===== src/hw/rtl/sblc_pkg.sv =====
package sblc_pkg;

   // Operation codes of an input item
   localparam logic OP_TICK  = 1'b0;
   localparam logic OP_WRITE = 1'b1;

   // Rating write targets
   localparam logic GROUP_UP   = 1'b0;
   localparam logic GROUP_DOWN = 1'b1;

   // Configuration register indexes
   localparam logic [1:0] CSR_SENSOR_COUNT = 2'd0;
   localparam logic [1:0] CSR_UP_COUNT     = 2'd1;
   localparam logic [1:0] CSR_DOWN_COUNT   = 2'd2;

   localparam int CSR_INDEX_W = 2;
   localparam int CSR_DATA_W  = 4;

   // Level codes
   localparam logic [2:0] LEVEL_HOLD      = 3'd0;
   localparam logic [2:0] LEVEL_RAISE_MIN = 3'd1;
   localparam logic [2:0] LEVEL_RAISE_MID = 3'd2;
   localparam logic [2:0] LEVEL_RAISE_MAX = 3'd3;
   localparam logic [2:0] LEVEL_LOWER_MIN = 3'd4;
   localparam logic [2:0] LEVEL_LOWER_MID = 3'd5;
   localparam logic [2:0] LEVEL_LOWER_MAX = 3'd6;

   // Power requests in watts
   localparam logic [15:0] REQ_NONE = 16'd0;
   localparam logic [15:0] REQ_MIN  = 16'd1000;
   localparam logic [15:0] REQ_MID  = 16'd2000;
   localparam logic [15:0] REQ_MAX  = 16'hffff;

   // ceil(2^17 / 3): (x * DIV3_RECIP) >> 17 is exact x / 3 for 16-bit x
   localparam logic [15:0] DIV3_RECIP = 16'hAAAB;
   localparam int          DIV3_SHIFT = 17;

   localparam int RATING_W = 16;

   typedef struct packed {
      logic        op;
      logic        active;
      logic [15:0] low_aim;
      logic [15:0] high_aim;
      logic [15:0] sensor_a;
      logic [15:0] sensor_b;
      logic [15:0] sensor_c;
      logic [15:0] sensor_d;
      logic        rating_group;
      logic [2:0]  rating_index;
      logic [15:0] rating_watts;
   } req_type;

   typedef struct packed {
      logic [7:0]  up_mask;
      logic [7:0]  down_mask;
      logic [2:0]  level_code;
      logic [15:0] measured;
   } rsp_type;

   typedef struct packed {
      logic clear;
      logic step;
   } pick_ctl_type;

endpackage


===== src/hw/rtl/sblc_req_if.sv =====
interface sblc_req_if import sblc_pkg::*; ();
   logic    valid;
   logic    ready;
   req_type data;

   modport source (output valid, output data, input ready);
   modport sink (input valid, input data, output ready);
endinterface


===== src/hw/rtl/sblc_rsp_if.sv =====
interface sblc_rsp_if import sblc_pkg::*; ();
   logic    valid;
   logic    ready;
   rsp_type data;

   modport source (output valid, output data, input ready);
   modport sink (input valid, input data, output ready);
endinterface


===== src/hw/rtl/sblc_ram.sv =====
module sblc_ram #(
   parameter int WIDTH  = 16,
   parameter int DEPTH  = 8,
   parameter int ADDR_W = (DEPTH > 1) ? $clog2(DEPTH) : 1
) (
   input  logic              clock,
   input  logic              wr_en,
   input  logic [ADDR_W-1:0] wr_addr,
   input  logic [WIDTH-1:0]  wr_data,
   input  logic [ADDR_W-1:0] rd_addr,
   output logic [WIDTH-1:0]  rd_data
);

   logic [WIDTH-1:0] mem [DEPTH];
   logic [WIDTH-1:0] rd_data_ff;

   always_ff @(posedge clock) begin
      if (wr_en) begin
         mem[wr_addr] <= wr_data;
      end
      rd_data_ff <= mem[rd_addr];
   end

   assign rd_data = rd_data_ff;

endmodule


===== src/hw/rtl/sblc_pick.sv =====
module sblc_pick import sblc_pkg::*; #(
   parameter int MAX_OUTLETS = 8,
   parameter int ADDR_W      = (MAX_OUTLETS > 1) ? $clog2(MAX_OUTLETS) : 1
) (
   input  logic                   clock,
   input  pick_ctl_type           ctl,
   input  logic [ADDR_W-1:0]      position,
   input  logic [RATING_W-1:0]    rating,
   input  logic [RATING_W-1:0]    request,
   output logic [MAX_OUTLETS-1:0] mask
);

   logic                   found_ff, found_in;
   logic [ADDR_W-1:0]      match_ff, match_in;
   logic [RATING_W-1:0]    sum_ff, sum_in;
   logic [MAX_OUTLETS-1:0] below_ff, below_in;
   logic [RATING_W:0]      sum_wide;
   logic [RATING_W-1:0]    sum_sat;

   // saturating running total of the ratings seen so far
   assign sum_wide = {1'b0, sum_ff} + {1'b0, rating};
   assign sum_sat  = sum_wide[RATING_W] ? {RATING_W{1'b1}} : sum_wide[RATING_W-1:0];

   always_comb begin
      found_in = found_ff;
      match_in = match_ff;
      sum_in   = sum_ff;
      below_in = below_ff;
      if (ctl.clear) begin
         found_in = 1'b0;
         match_in = '0;
         sum_in   = '0;
         below_in = '0;
      end else if (ctl.step) begin
         // later exact matches override earlier ones
         if (rating == request) begin
            found_in = 1'b1;
            match_in = position;
         end
         sum_in = sum_sat;
         if (sum_sat < request) begin
            below_in = below_ff | (MAX_OUTLETS'(1) << position);
         end
      end
   end

   always_ff @(posedge clock) begin
      found_ff <= found_in;
      match_ff <= match_in;
      sum_ff   <= sum_in;
      below_ff <= below_in;
   end

   always_comb begin
      priority if (request == REQ_NONE) begin
         mask = '0;
      end else if (found_ff) begin
         mask = MAX_OUTLETS'(1) << match_ff;
      end else if (below_ff == '0) begin
         mask = MAX_OUTLETS'(1);
      end else begin
         mask = below_ff;
      end
   end

endmodule


===== src/hw/rtl/staged_band_load_controller.sv =====
// Staged band load controller.
// Items arrive on req_chan (valid/ready); every accepted item yields exactly
// one result transfer on rsp_chan. A write item (op = write) stores one outlet
// rating and reports the current state; a tick averages the enabled sensors,
// compares the average with the band [low_aim, high_aim] and switches outlets
// of the raising or lowering group according to their ratings.
// The ratings live in two small synchronous RAMs, one per group, walked in
// parallel one entry per cycle by two selection units.
// A write goes from the transfer straight to ST_FINISH; a tick passes through
// ST_DIV, ST_DECIDE, ST_WALK (L entries, none if L is 0) and ST_FINISH,
// where L = max(up_outlet_count, down_outlet_count) clamped to MAX_OUTLETS.
// One item is processed at a time; req_chan.ready is high while idle.
// The result sits in an output register, so a new item is taken while the
// previous result waits; a stalled receiver only holds the next result back.
// Reset (synchronous, active high) clears the on-masks, level, average and
// registers (sensor_count 1, outlet counts 0). Ratings are undefined until
// written. The csr_ port writes a register at any edge with csr_we high.
module staged_band_load_controller import sblc_pkg::*; #(
   parameter int MAX_OUTLETS = 8,
   parameter int MAX_SENSORS = 4
) (
   input  logic                   clock,
   input  logic                   reset,
   input  logic                   csr_we,
   input  logic [CSR_INDEX_W-1:0] csr_index,
   input  logic [CSR_DATA_W-1:0]  csr_wdata,
   sblc_req_if.sink               req_chan,
   sblc_rsp_if.source             rsp_chan
);

   localparam int AW = (MAX_OUTLETS > 1) ? $clog2(MAX_OUTLETS) : 1;
   localparam int CW = $clog2(MAX_OUTLETS + 1);

   typedef enum logic [2:0] {
      ST_IDLE,
      ST_DIV,
      ST_DECIDE,
      ST_WALK,
      ST_FINISH
   } state_type;

   // ---------------------------------------------------------------------
   // Configuration registers
   // ---------------------------------------------------------------------
   logic [2:0] sensor_count_ff;
   logic [3:0] up_count_ff;
   logic [3:0] down_count_ff;

   always_ff @(posedge clock) begin
      if (reset) begin
         sensor_count_ff <= 3'd1;
         up_count_ff     <= '0;
         down_count_ff   <= '0;
      end else if (csr_we) begin
         unique case (csr_index)
            CSR_SENSOR_COUNT: sensor_count_ff <= csr_wdata[2:0];
            CSR_UP_COUNT:     up_count_ff     <= csr_wdata;
            CSR_DOWN_COUNT:   down_count_ff   <= csr_wdata;
            default: ;
         endcase
      end
   end

   // clamp counts to what the hardware holds
   logic [2:0]    sensors_used;
   logic [CW-1:0] n_up, n_down, walk_len;

   always_comb begin
      if (sensor_count_ff == 3'd0) begin
         sensors_used = 3'd1;
      end else if (32'(sensor_count_ff) > MAX_SENSORS) begin
         sensors_used = 3'(MAX_SENSORS);
      end else begin
         sensors_used = sensor_count_ff;
      end
      n_up     = (32'(up_count_ff) > MAX_OUTLETS) ? CW'(MAX_OUTLETS) : CW'(up_count_ff);
      n_down   = (32'(down_count_ff) > MAX_OUTLETS) ? CW'(MAX_OUTLETS) : CW'(down_count_ff);
      walk_len = (n_up > n_down) ? n_up : n_down;
   end

   // ---------------------------------------------------------------------
   // Control and datapath registers
   // ---------------------------------------------------------------------
   state_type              state_ff, state_in;
   logic                   is_tick_ff, is_tick_in;
   logic                   active_ff, active_in;
   logic [15:0]            low_ff, low_in;
   logic [15:0]            high_ff, high_in;
   logic [15:0]            sum_ff, sum_in;
   logic [2:0]             div_ff, div_in;
   logic [15:0]            avg_ff, avg_in;
   logic [15:0]            up_req_ff, up_req_in;
   logic [15:0]            down_req_ff, down_req_in;
   logic [CW-1:0]          idx_ff, idx_in;
   logic [MAX_OUTLETS-1:0] up_on_ff, up_on_in;
   logic [MAX_OUTLETS-1:0] down_on_ff, down_on_in;
   logic [2:0]             level_ff, level_in;
   logic                   rsp_valid_ff, rsp_valid_in;
   rsp_type                rsp_data_ff, rsp_data_in;

   logic                   req_fire;
   logic                   rsp_free;
   logic [15:0]            sensor_sum;
   logic [31:0]            div3_prod;
   logic [16:0]            avg_x, high_x, low_x;
   logic                   wr_up, wr_down, wr_in_range;
   logic [AW-1:0]          wr_addr, rd_addr;
   logic [RATING_W-1:0]    up_rating, down_rating;
   logic [MAX_OUTLETS-1:0] up_pick, down_pick;
   pick_ctl_type           up_ctl, down_ctl;

   assign req_chan.ready = (state_ff == ST_IDLE);
   assign req_fire       = req_chan.valid && req_chan.ready;
   assign rsp_free       = !rsp_valid_ff || rsp_chan.ready;

   // wrapping sum of the enabled sensors, taken straight off the request
   always_comb begin
      sensor_sum = req_chan.data.sensor_a;
      if (sensors_used >= 3'd2) sensor_sum = sensor_sum + req_chan.data.sensor_b;
      if (sensors_used >= 3'd3) sensor_sum = sensor_sum + req_chan.data.sensor_c;
      if (sensors_used >= 3'd4) sensor_sum = sensor_sum + req_chan.data.sensor_d;
   end

   assign div3_prod = 32'(sum_ff) * 32'(DIV3_RECIP);

   assign avg_x  = {1'b0, avg_ff};
   assign high_x = {1'b0, high_ff};
   assign low_x  = {1'b0, low_ff};

   // rating writes go to the RAM in the transfer cycle itself
   assign wr_in_range = (32'(req_chan.data.rating_index) < MAX_OUTLETS);
   assign wr_up   = req_fire && (req_chan.data.op == OP_WRITE) && wr_in_range
                    && (req_chan.data.rating_group == GROUP_UP);
   assign wr_down = req_fire && (req_chan.data.op == OP_WRITE) && wr_in_range
                    && (req_chan.data.rating_group == GROUP_DOWN);
   assign wr_addr = AW'(req_chan.data.rating_index);

   // read one entry ahead: data of entry idx_ff arrives while in ST_WALK
   assign rd_addr = idx_in[AW-1:0];

   always_comb begin
      up_ctl.clear   = (state_ff == ST_DECIDE);
      down_ctl.clear = (state_ff == ST_DECIDE);
      up_ctl.step    = (state_ff == ST_WALK) && (idx_ff < n_up);
      down_ctl.step  = (state_ff == ST_WALK) && (idx_ff < n_down);
   end

   always_comb begin
      state_in     = state_ff;
      is_tick_in   = is_tick_ff;
      active_in    = active_ff;
      low_in       = low_ff;
      high_in      = high_ff;
      sum_in       = sum_ff;
      div_in       = div_ff;
      avg_in       = avg_ff;
      up_req_in    = up_req_ff;
      down_req_in  = down_req_ff;
      idx_in       = idx_ff;
      up_on_in     = up_on_ff;
      down_on_in   = down_on_ff;
      level_in     = level_ff;
      rsp_valid_in = rsp_valid_ff;
      rsp_data_in  = rsp_data_ff;

      // drop the held result once it is taken
      if (rsp_valid_ff && rsp_chan.ready) begin
         rsp_valid_in = 1'b0;
      end

      unique case (state_ff)
         ST_IDLE: begin
            if (req_fire) begin
               is_tick_in = (req_chan.data.op == OP_TICK);
               active_in  = req_chan.data.active;
               low_in     = req_chan.data.low_aim;
               high_in    = req_chan.data.high_aim;
               sum_in     = sensor_sum;
               div_in     = sensors_used;
               // a write leaves masks, level and average unchanged: report right away
               state_in   = (req_chan.data.op == OP_TICK) ? ST_DIV : ST_FINISH;
            end
         end

         ST_DIV: begin
            unique case (div_ff)
               3'd2:    avg_in = sum_ff >> 1;
               3'd3:    avg_in = 16'(div3_prod >> DIV3_SHIFT);
               3'd4:    avg_in = sum_ff >> 2;
               default: avg_in = sum_ff;
            endcase
            state_in = ST_DECIDE;
         end

         ST_DECIDE: begin
            up_req_in   = REQ_NONE;
            down_req_in = REQ_NONE;
            if (active_ff) begin
               if (avg_x > high_x) begin
                  if (n_down != '0) begin
                     if (avg_x > high_x + 17'd2) begin
                        down_req_in = REQ_MAX;
                        level_in    = LEVEL_LOWER_MAX;
                     end else if (avg_x > high_x + 17'd1) begin
                        down_req_in = REQ_MID;
                        level_in    = LEVEL_LOWER_MID;
                     end else begin
                        down_req_in = REQ_MIN;
                        level_in    = LEVEL_LOWER_MIN;
                     end
                  end else begin
                     level_in = LEVEL_HOLD;
                  end
               end else if (n_up != '0) begin
                  if (avg_x + 17'd2 < low_x) begin
                     up_req_in = REQ_MAX;
                     level_in  = LEVEL_RAISE_MAX;
                  end else if (avg_x + 17'd1 < low_x) begin
                     up_req_in = REQ_MID;
                     level_in  = LEVEL_RAISE_MID;
                  end else if (avg_x < low_x) begin
                     up_req_in = REQ_MIN;
                     level_in  = LEVEL_RAISE_MIN;
                  end else begin
                     level_in = LEVEL_HOLD;
                  end
               end
            end
            idx_in   = '0;
            state_in = (walk_len == '0) ? ST_FINISH : ST_WALK;
         end

         ST_WALK: begin
            // advance through both groups in lockstep
            idx_in = idx_ff + CW'(1);
            if (idx_ff + CW'(1) == walk_len) begin
               state_in = ST_FINISH;
            end
         end

         ST_FINISH: begin
            // hold until the output register is free
            if (rsp_free) begin
               if (is_tick_ff) begin
                  if (n_up != '0) up_on_in = up_pick;
                  if (n_down != '0) down_on_in = down_pick;
               end
               rsp_valid_in           = 1'b1;
               rsp_data_in.up_mask    = 8'((is_tick_ff && n_up != '0) ? up_pick : up_on_ff);
               rsp_data_in.down_mask  =
                  8'((is_tick_ff && n_down != '0) ? down_pick : down_on_ff);
               rsp_data_in.level_code = level_ff;
               // avg_ff only changes on a tick, so it is the last measure
               rsp_data_in.measured   = avg_ff;
               state_in               = ST_IDLE;
            end
         end

         default: state_in = ST_IDLE;
      endcase
   end

   always_ff @(posedge clock) begin
      if (reset) begin
         state_ff     <= ST_IDLE;
         avg_ff       <= '0;
         up_on_ff     <= '0;
         down_on_ff   <= '0;
         level_ff     <= LEVEL_HOLD;
         rsp_valid_ff <= 1'b0;
      end else begin
         state_ff     <= state_in;
         avg_ff       <= avg_in;
         up_on_ff     <= up_on_in;
         down_on_ff   <= down_on_in;
         level_ff     <= level_in;
         rsp_valid_ff <= rsp_valid_in;
      end
      is_tick_ff  <= is_tick_in;
      active_ff   <= active_in;
      low_ff      <= low_in;
      high_ff     <= high_in;
      sum_ff      <= sum_in;
      div_ff      <= div_in;
      up_req_ff   <= up_req_in;
      down_req_ff <= down_req_in;
      idx_ff      <= idx_in;
      rsp_data_ff <= rsp_data_in;
   end

   assign rsp_chan.valid = rsp_valid_ff;
   assign rsp_chan.data  = rsp_data_ff;

   // ---------------------------------------------------------------------
   // Rating stores and selection units
   // ---------------------------------------------------------------------
   sblc_ram #(
      .WIDTH  (RATING_W),
      .DEPTH  (MAX_OUTLETS),
      .ADDR_W (AW)
   ) u_up_ram (
      .clock   (clock),
      .wr_en   (wr_up),
      .wr_addr (wr_addr),
      .wr_data (req_chan.data.rating_watts),
      .rd_addr (rd_addr),
      .rd_data (up_rating)
   );

   sblc_ram #(
      .WIDTH  (RATING_W),
      .DEPTH  (MAX_OUTLETS),
      .ADDR_W (AW)
   ) u_down_ram (
      .clock   (clock),
      .wr_en   (wr_down),
      .wr_addr (wr_addr),
      .wr_data (req_chan.data.rating_watts),
      .rd_addr (rd_addr),
      .rd_data (down_rating)
   );

   sblc_pick #(
      .MAX_OUTLETS (MAX_OUTLETS),
      .ADDR_W      (AW)
   ) u_up_pick (
      .clock    (clock),
      .ctl      (up_ctl),
      .position (idx_ff[AW-1:0]),
      .rating   (up_rating),
      .request  (up_req_ff),
      .mask     (up_pick)
   );

   sblc_pick #(
      .MAX_OUTLETS (MAX_OUTLETS),
      .ADDR_W      (AW)
   ) u_down_pick (
      .clock    (clock),
      .ctl      (down_ctl),
      .position (idx_ff[AW-1:0]),
      .rating   (down_rating),
      .request  (down_req_ff),
      .mask     (down_pick)
   );

endmodule

===== src/flat_wrapper.sv =====
// flat-port wrapper written by rule: the top's interface ports become plain ports
module staged_band_load_controller_flat import sblc_pkg::*;
#(
   parameter int MAX_OUTLETS = 8,
   parameter int MAX_SENSORS = 4
)
  (clock, reset, csr_we, csr_index, csr_wdata, req_chan_valid, req_chan_data, req_chan_ready, rsp_chan_valid, rsp_chan_data, rsp_chan_ready);
  sblc_req_if req_chan_i ();
  sblc_rsp_if rsp_chan_i ();
  input  logic clock;
  input  logic reset;
  input  logic csr_we;
  input  logic [CSR_INDEX_W-1:0] csr_index;
  input  logic [CSR_DATA_W-1:0] csr_wdata;
  input wire logic [$bits(req_chan_i.valid)-1:0] req_chan_valid;
  input wire logic [$bits(req_chan_i.data)-1:0] req_chan_data;
  output wire logic [$bits(req_chan_i.ready)-1:0] req_chan_ready;
  output wire logic [$bits(rsp_chan_i.valid)-1:0] rsp_chan_valid;
  output wire logic [$bits(rsp_chan_i.data)-1:0] rsp_chan_data;
  input wire logic [$bits(rsp_chan_i.ready)-1:0] rsp_chan_ready;
  assign req_chan_i.valid = req_chan_valid;
  assign req_chan_i.data = req_chan_data;
  assign req_chan_ready = req_chan_i.ready;
  assign rsp_chan_valid = rsp_chan_i.valid;
  assign rsp_chan_data = rsp_chan_i.data;
  assign rsp_chan_i.ready = rsp_chan_ready;
  staged_band_load_controller #(.MAX_OUTLETS(MAX_OUTLETS), .MAX_SENSORS(MAX_SENSORS)) u_core (.clock(clock), .reset(reset), .csr_we(csr_we), .csr_index(csr_index), .csr_wdata(csr_wdata), .req_chan(req_chan_i), .rsp_chan(rsp_chan_i));
endmodule

===== config.mk =====
export PLATFORM = sky130hd
export DESIGN_NAME = staged_band_load_controller_flat
export DESIGN_NICKNAME = d
export VERILOG_FILES = /design/src/hw/rtl/sblc_pkg.sv /design/src/hw/rtl/sblc_req_if.sv /design/src/hw/rtl/sblc_rsp_if.sv /design/src/hw/rtl/sblc_ram.sv /design/src/hw/rtl/sblc_pick.sv /design/src/hw/rtl/staged_band_load_controller.sv /design/src/flat_wrapper.sv
export SDC_FILE = /design/constraint.sdc
export NUM_CORES = 1
export LEC_CHECK = 0
export ABC_AREA = 1
export BUFFER_PORTS_ARGS = -buffer_cell sky130_fd_sc_hd__buf_4
export CORE_ASPECT_RATIO = 2
export CORE_MARGIN = 3
export CORE_UTILIZATION = 45
export CTS_CLUSTER_SIZE = 16
export DETAILED_ROUTE_END_ITERATION = 16
export GPL_ROUTABILITY_DRIVEN = 0
export GPL_TIMING_DRIVEN = 0
export HOLD_SLACK_MARGIN = 0.12
export MAX_ROUTING_LAYER = met4
export REMOVE_ABC_BUFFERS = 1
export SETUP_SLACK_MARGIN = 0.05
export SYNTH_ARGS = -nofsm -noshare
export SYNTH_HDL_FRONTEND = slang
export SYNTH_SLANG_ARGS = --single-unit

===== constraint.sdc =====
create_clock -name clock -period 12.1 [get_ports clock]
set_clock_uncertainty 0.05 [all_clocks]
set_input_delay 0.605 -clock clock [delete_from_list [all_inputs] [get_ports clock]]
set_output_delay 0.605 -clock clock [all_outputs]
set_load 0.05 [all_outputs]

==> out/metrics.sh <==
STATUS='completed'
TRITONCTS='done'
MAXCAPVIOLCOUNT=0
CRITICAL_PATH.ENDPOINT_TYPE='register'
NUMBER_OF_GLOBAL_ROUTE_VIAS_BEFORE_REPAIR=26761
TIMING.FMAX_GHz=0.148
ROUTE.DETAILED.DRC=0
SETUP_VIOL=0
PERIOD_NEEDED_NS=6.75
SLEW_VIOL_FINAL=0
DRT-VIAS-PER-INSTANCE=5.44
SYNTH_EDF_COUNT=353
FP-ROW-COUNT=138
NETLIST-CELL-TYPE-COUNT=56
REPORT.FINAL.HOLD_VIOL_COUNT=0
AREA.GROWTH.SYNTH_TO_FINAL_PCT=14.3
POST-ROUTE-CELL-AREA_MM2=0.0370
PRECTSSETUPSLACK_NS=5.56
WORSTPATHARRIVAL_NS=7.04
DP.FINAL_HPWL_UM=73600
YOSYS_WARNINGS=0
POST_ROUTE_CELLS_DRIVE_ABOVE_1_SHARE_PCT=9.65
INITIALDRTVIOLATIONCOUNT=1446
SYNTH_LARGEST_AREA_CELL='sky130_fd_sc_hd__edfxtp_1'
RR_STARTPOINT='u_core.sensor_count_ff[2]$_SDFFE_PP0P_'
DRT-WIRELENGTH-PER-CELL_UM=19.4
CLKLATENCYLATEPIN_NS=0.60
DIE_W_UM=196
DETAILED_PLACE.AREA_MM2=0.0350
ANTENNA_FOUND_INITIAL=3
CLOCKBUFFERDEPTH=3
MIN_PERIOD_OVER_PERIOD_PCT=55.7
SHARE_OF_FLIP_FLOPS_WITH_AN_ASYNCHRONOUS_SET_OR_RESET_PCT=0
CTS_HOLD_BUFFERS=32
HP-START='req_chan_data[116]'
CRIT_START='u_core.sensor_count_ff[2]$_SDFFE_PP0P_'
TYPE_OF_THE_WORST_MIN_DELAY_PATH='in -> reg'
CORE_AREA_MM2=0.0710
HTREE_LEVELS=2
ROOT_BUFFER='sky130_fd_sc_hd__clkbuf_16'
SYNTH_LARGEST_TYPE_AREA_FRACTION_PCT=32.8
CRITICAL_PATH_CLASS='reg -> reg'
WORST_SLEW_PIN_SLEW_NS=1.06
SYN_AVG_CELL_AREA_UM2=8.76
CTS.SINKS=494
LARGEST_NET_DEGREE_AT_THE_START_OF_GLOBAL_ROUTING=89
WHS_NS=0.183
DRT-PASS1-ITER-COUNT=6
NUMBER_OF_REGISTER_BITS_INFERRED_BY_SYNTHESIS=494
POSTSYNTHCELLCOUNT=3691
CTS_INSERTED_BUFFERS=47
DOMINANTREGCELLSYNTH='sky130_fd_sc_hd__edfxtp_1'
FLOORPLAN.DIE.HEIGHT_UM=385
TIMING.FINAL.WS_SETUP_NS=5.35
FINAL_ANTENNA_NET_COUNT=0
NUMBER_OF_NETS_IN_THE_FINISHED_DESIGN=4443
POSTCTSSETUPREPAIRBUFS=0
WORST-ENDPOINT-REQUIRED_NS=12.40
CTS-RESIZED-GATES=0
SYNTHTOPCELLSBYAREA='sky130_fd_sc_hd__edfxtp_1, sky130_fd_sc_hd__ha_1, sky130_fd_sc_hd__dfxtp_1'
BUFFER_PORTS.INSERTED=165
GLOBAL_ROUTE.USAGE.TOTAL_PCT=25.4
RELSLEWSLACK_PCT=28.9
IO-PIN-COUNT=166
FINALSETUPTNS_NS=0
GRT_SETUP_UNREPAIRED='no'
SYNTHESIZED_CELL_AREA_MM2=0.0323
GLOBAL_ROUTE.OVERFLOW_TOTAL=0
WORST-PATH-MAX-FANOUT=17
INITIAL_CORE_UTIL_PCT=45.6
PATH_CLK_SLEW_NS=0.06
FLOORPLAN.DIE_AREA_MM2=0.0753
DR_TOTAL_VIAS=26262
CP-START-KIND='register'
WIRELENGTH_UM=93600
YOSYSSEQAREASHARE_PCT=41.5
GRT_PASS1_WL_UM=144000
## synth_stat cells, types with 3 or more instances
library cell / n
sky130_fd_sc_hd__a211oi_1: 20
sky130_fd_sc_hd__a21boi_0: 5
sky130_fd_sc_hd__a21o_1: 10
sky130_fd_sc_hd__a21oi_1: 257
sky130_fd_sc_hd__a221oi_1: 14
sky130_fd_sc_hd__a31oi_1: 44
sky130_fd_sc_hd__and2_1: 5
sky130_fd_sc_hd__buf_1: 6
sky130_fd_sc_hd__buf_2: 21
sky130_fd_sc_hd__buf_4: 5
sky130_fd_sc_hd__clkbuf_1: 53
sky130_fd_sc_hd__clkinv_1: 3
sky130_fd_sc_hd__dfxtp_1: 141
sky130_fd_sc_hd__edfxtp_1: 353
sky130_fd_sc_hd__fa_1: 82
sky130_fd_sc_hd__ha_1: 350
sky130_fd_sc_hd__inv_1: 491
sky130_fd_sc_hd__inv_2: 9
sky130_fd_sc_hd__nand2_1: 578
sky130_fd_sc_hd__nand2_2: 3
sky130_fd_sc_hd__nand3_1: 132
sky130_fd_sc_hd__nand3b_1: 15
sky130_fd_sc_hd__nand4_1: 42
sky130_fd_sc_hd__nor2_1: 431
sky130_fd_sc_hd__nor2_2: 3
sky130_fd_sc_hd__nor2_4: 3
sky130_fd_sc_hd__nor3_1: 31
sky130_fd_sc_hd__nor4_1: 10
sky130_fd_sc_hd__o2111ai_1: 6
sky130_fd_sc_hd__o211ai_1: 42
sky130_fd_sc_hd__o21a_1: 6
sky130_fd_sc_hd__o21ai_0: 262
sky130_fd_sc_hd__o21ai_1: 55
sky130_fd_sc_hd__o21bai_1: 12
sky130_fd_sc_hd__o22ai_1: 36
sky130_fd_sc_hd__o31ai_1: 3
sky130_fd_sc_hd__or2_2: 55
sky130_fd_sc_hd__xnor2_1: 21
sky130_fd_sc_hd__xor2_1: 57
## layout make-up
class | count | area [um^2]
clock buffer | 61 | 1320
fill | 6714 | 34000
tap | 910 | 1140
multi-input combinational | 2608 | 16800
timing repair buffer | 228 | 2140
inverter | 503 | 1890
clock inverter | 25 | 270
sequential | 494 | 13400
antenna | 3 | 7.51
## per-stage QoR
| stage | util, % | std cells |
|---|---|---|
| 4_1_cts | 52.1 | 4828 |
| 3_5_place_dp | 49.4 | 4710 |
| 6_report | 52.1 | 4832 |
| 5_1_grt | 52.1 | 4832 |
| 2_1_floorplan | - | 3605 |
| 3_3_place_gp | 48.4 | 4680 |
## logic make-up after synthesis
group / count (synthesis) / synth area share [%]
and+or+nand+nor: 1316 / 17.2
muxes: 2 / 0.0619
adders and majority gates: 432 / 18.6
xor gates and xnor gates: 78 / 2.11
AOI/OAI and AO/OA: 780 / 13.5
DFF: 494 / 41.5
buffers and inverters: 589 / 6.98
## placed cells by master, fill, tap and decap left out, types with 15 or more instances in the layout
cell	Yosys	routed
sky130_fd_sc_hd__dlygate4sd3_1	0	32
sky130_fd_sc_hd__nand2_1	578	578
sky130_fd_sc_hd__a211oi_1	20	20
sky130_fd_sc_hd__buf_4	5	165
sky130_fd_sc_hd__ha_1	350	350
sky130_fd_sc_hd__o21ai_1	55	55
sky130_fd_sc_hd__a31oi_1	44	44
sky130_fd_sc_hd__a21oi_1	257	256
sky130_fd_sc_hd__o211ai_1	42	42
sky130_fd_sc_hd__nor2_1	431	412
sky130_fd_sc_hd__fa_1	82	82
sky130_fd_sc_hd__clkbuf_16	0	49
sky130_fd_sc_hd__nand3b_1	15	15
sky130_fd_sc_hd__dfxtp_1	141	141
sky130_fd_sc_hd__o22ai_1	36	35
sky130_fd_sc_hd__inv_1	491	491
sky130_fd_sc_hd__o21ai_0	262	262
sky130_fd_sc_hd__nand4_1	42	42
sky130_fd_sc_hd__xnor2_1	21	21
sky130_fd_sc_hd__nor3_1	31	29
sky130_fd_sc_hd__or2_2	55	55
sky130_fd_sc_hd__xor2_1	57	57
sky130_fd_sc_hd__edfxtp_1	353	353
sky130_fd_sc_hd__nor2_2	3	20
sky130_fd_sc_hd__nand3_1	132	132
## critical path, stage by stage, from the launching register on
cell	delay (ns)
sky130_fd_sc_hd__dfxtp_1	0.60
sky130_fd_sc_hd__nor2_2	0.84
sky130_fd_sc_hd__inv_1	0.64
sky130_fd_sc_hd__nor2_1	0.40
sky130_fd_sc_hd__a21oi_1	0.10
sky130_fd_sc_hd__ha_1	0.37
sky130_fd_sc_hd__inv_1	0.10
sky130_fd_sc_hd__o21ai_0	0.19
sky130_fd_sc_hd__nor2_1	0.46
sky130_fd_sc_hd__o21ai_0	0.24
sky130_fd_sc_hd__a21boi_0	0.20
sky130_fd_sc_hd__inv_1	0.07
sky130_fd_sc_hd__or2_2	0.27
sky130_fd_sc_hd__nand3_1	0.06
sky130_fd_sc_hd__o21ai_0	0.19
sky130_fd_sc_hd__ha_1	0.43
sky130_fd_sc_hd__a21oi_1	0.33
sky130_fd_sc_hd__nor2_1	0.09
sky130_fd_sc_hd__a2111o_1	0.37
sky130_fd_sc_hd__or2_2	0.28
sky130_fd_sc_hd__nand3_1	0.11
sky130_fd_sc_hd__nand2_1	0.07
## flip-flops by register name, summed over array words and instances, names as in the netlist, 4 cells and up
signal / flops
u_core.avg_ff: 16
u_core.down_count_ff: 4
u_core.down_on_ff: 8
u_core.down_req_ff: 4
u_core.high_ff: 16
u_core.idx_ff: 4
u_core.low_ff: 16
u_core.rsp_chan.data: 35
u_core.sum_ff: 16
u_core.u_down_pick.below_ff: 8
u_core.u_down_pick.sum_ff: 16
u_core.u_down_ram.mem: 128
u_core.u_down_ram.rd_data: 16
u_core.u_up_pick.below_ff: 8
u_core.u_up_pick.sum_ff: 16
u_core.u_up_ram.mem: 128
u_core.u_up_ram.rd_data: 16
u_core.up_count_ff: 4
u_core.up_on_ff: 8
u_core.up_req_ff: 4
## layer usage
layer / up-vias / wire (um) / global-route usage, %
li1: 12987 / - / -
met1: 12413 / 31700 / 23.6
met2: 596 / 52200 / 49.6
met3: 266 / 3570 / 3.11
met4: 0 / 6020 / 13.7
met5: - / 0 / -
## path summary, 6_finish.rpt
| kind | to | depth (start not counted) | slack [ns] |
|---|---|---|---|
| worst min-delay path | u_core.active_ff$_DFFE_PP_ | 1 | 0.18 |
| worst min register to register | u_core.rsp_chan.data[18]$_DFFE_PP_ | 0 | 0.38 |
| worst max-delay path | u_core.sum_ff[13]$_DFFE_PP_ | 21 | 5.35 |
| worst max register to register | u_core.sum_ff[13]$_DFFE_PP_ | 21 | 5.35 |
Power is left out: the tool's default activity adds up to more than one toggle a clock period on the data nets, which glitch-free logic cannot reach.
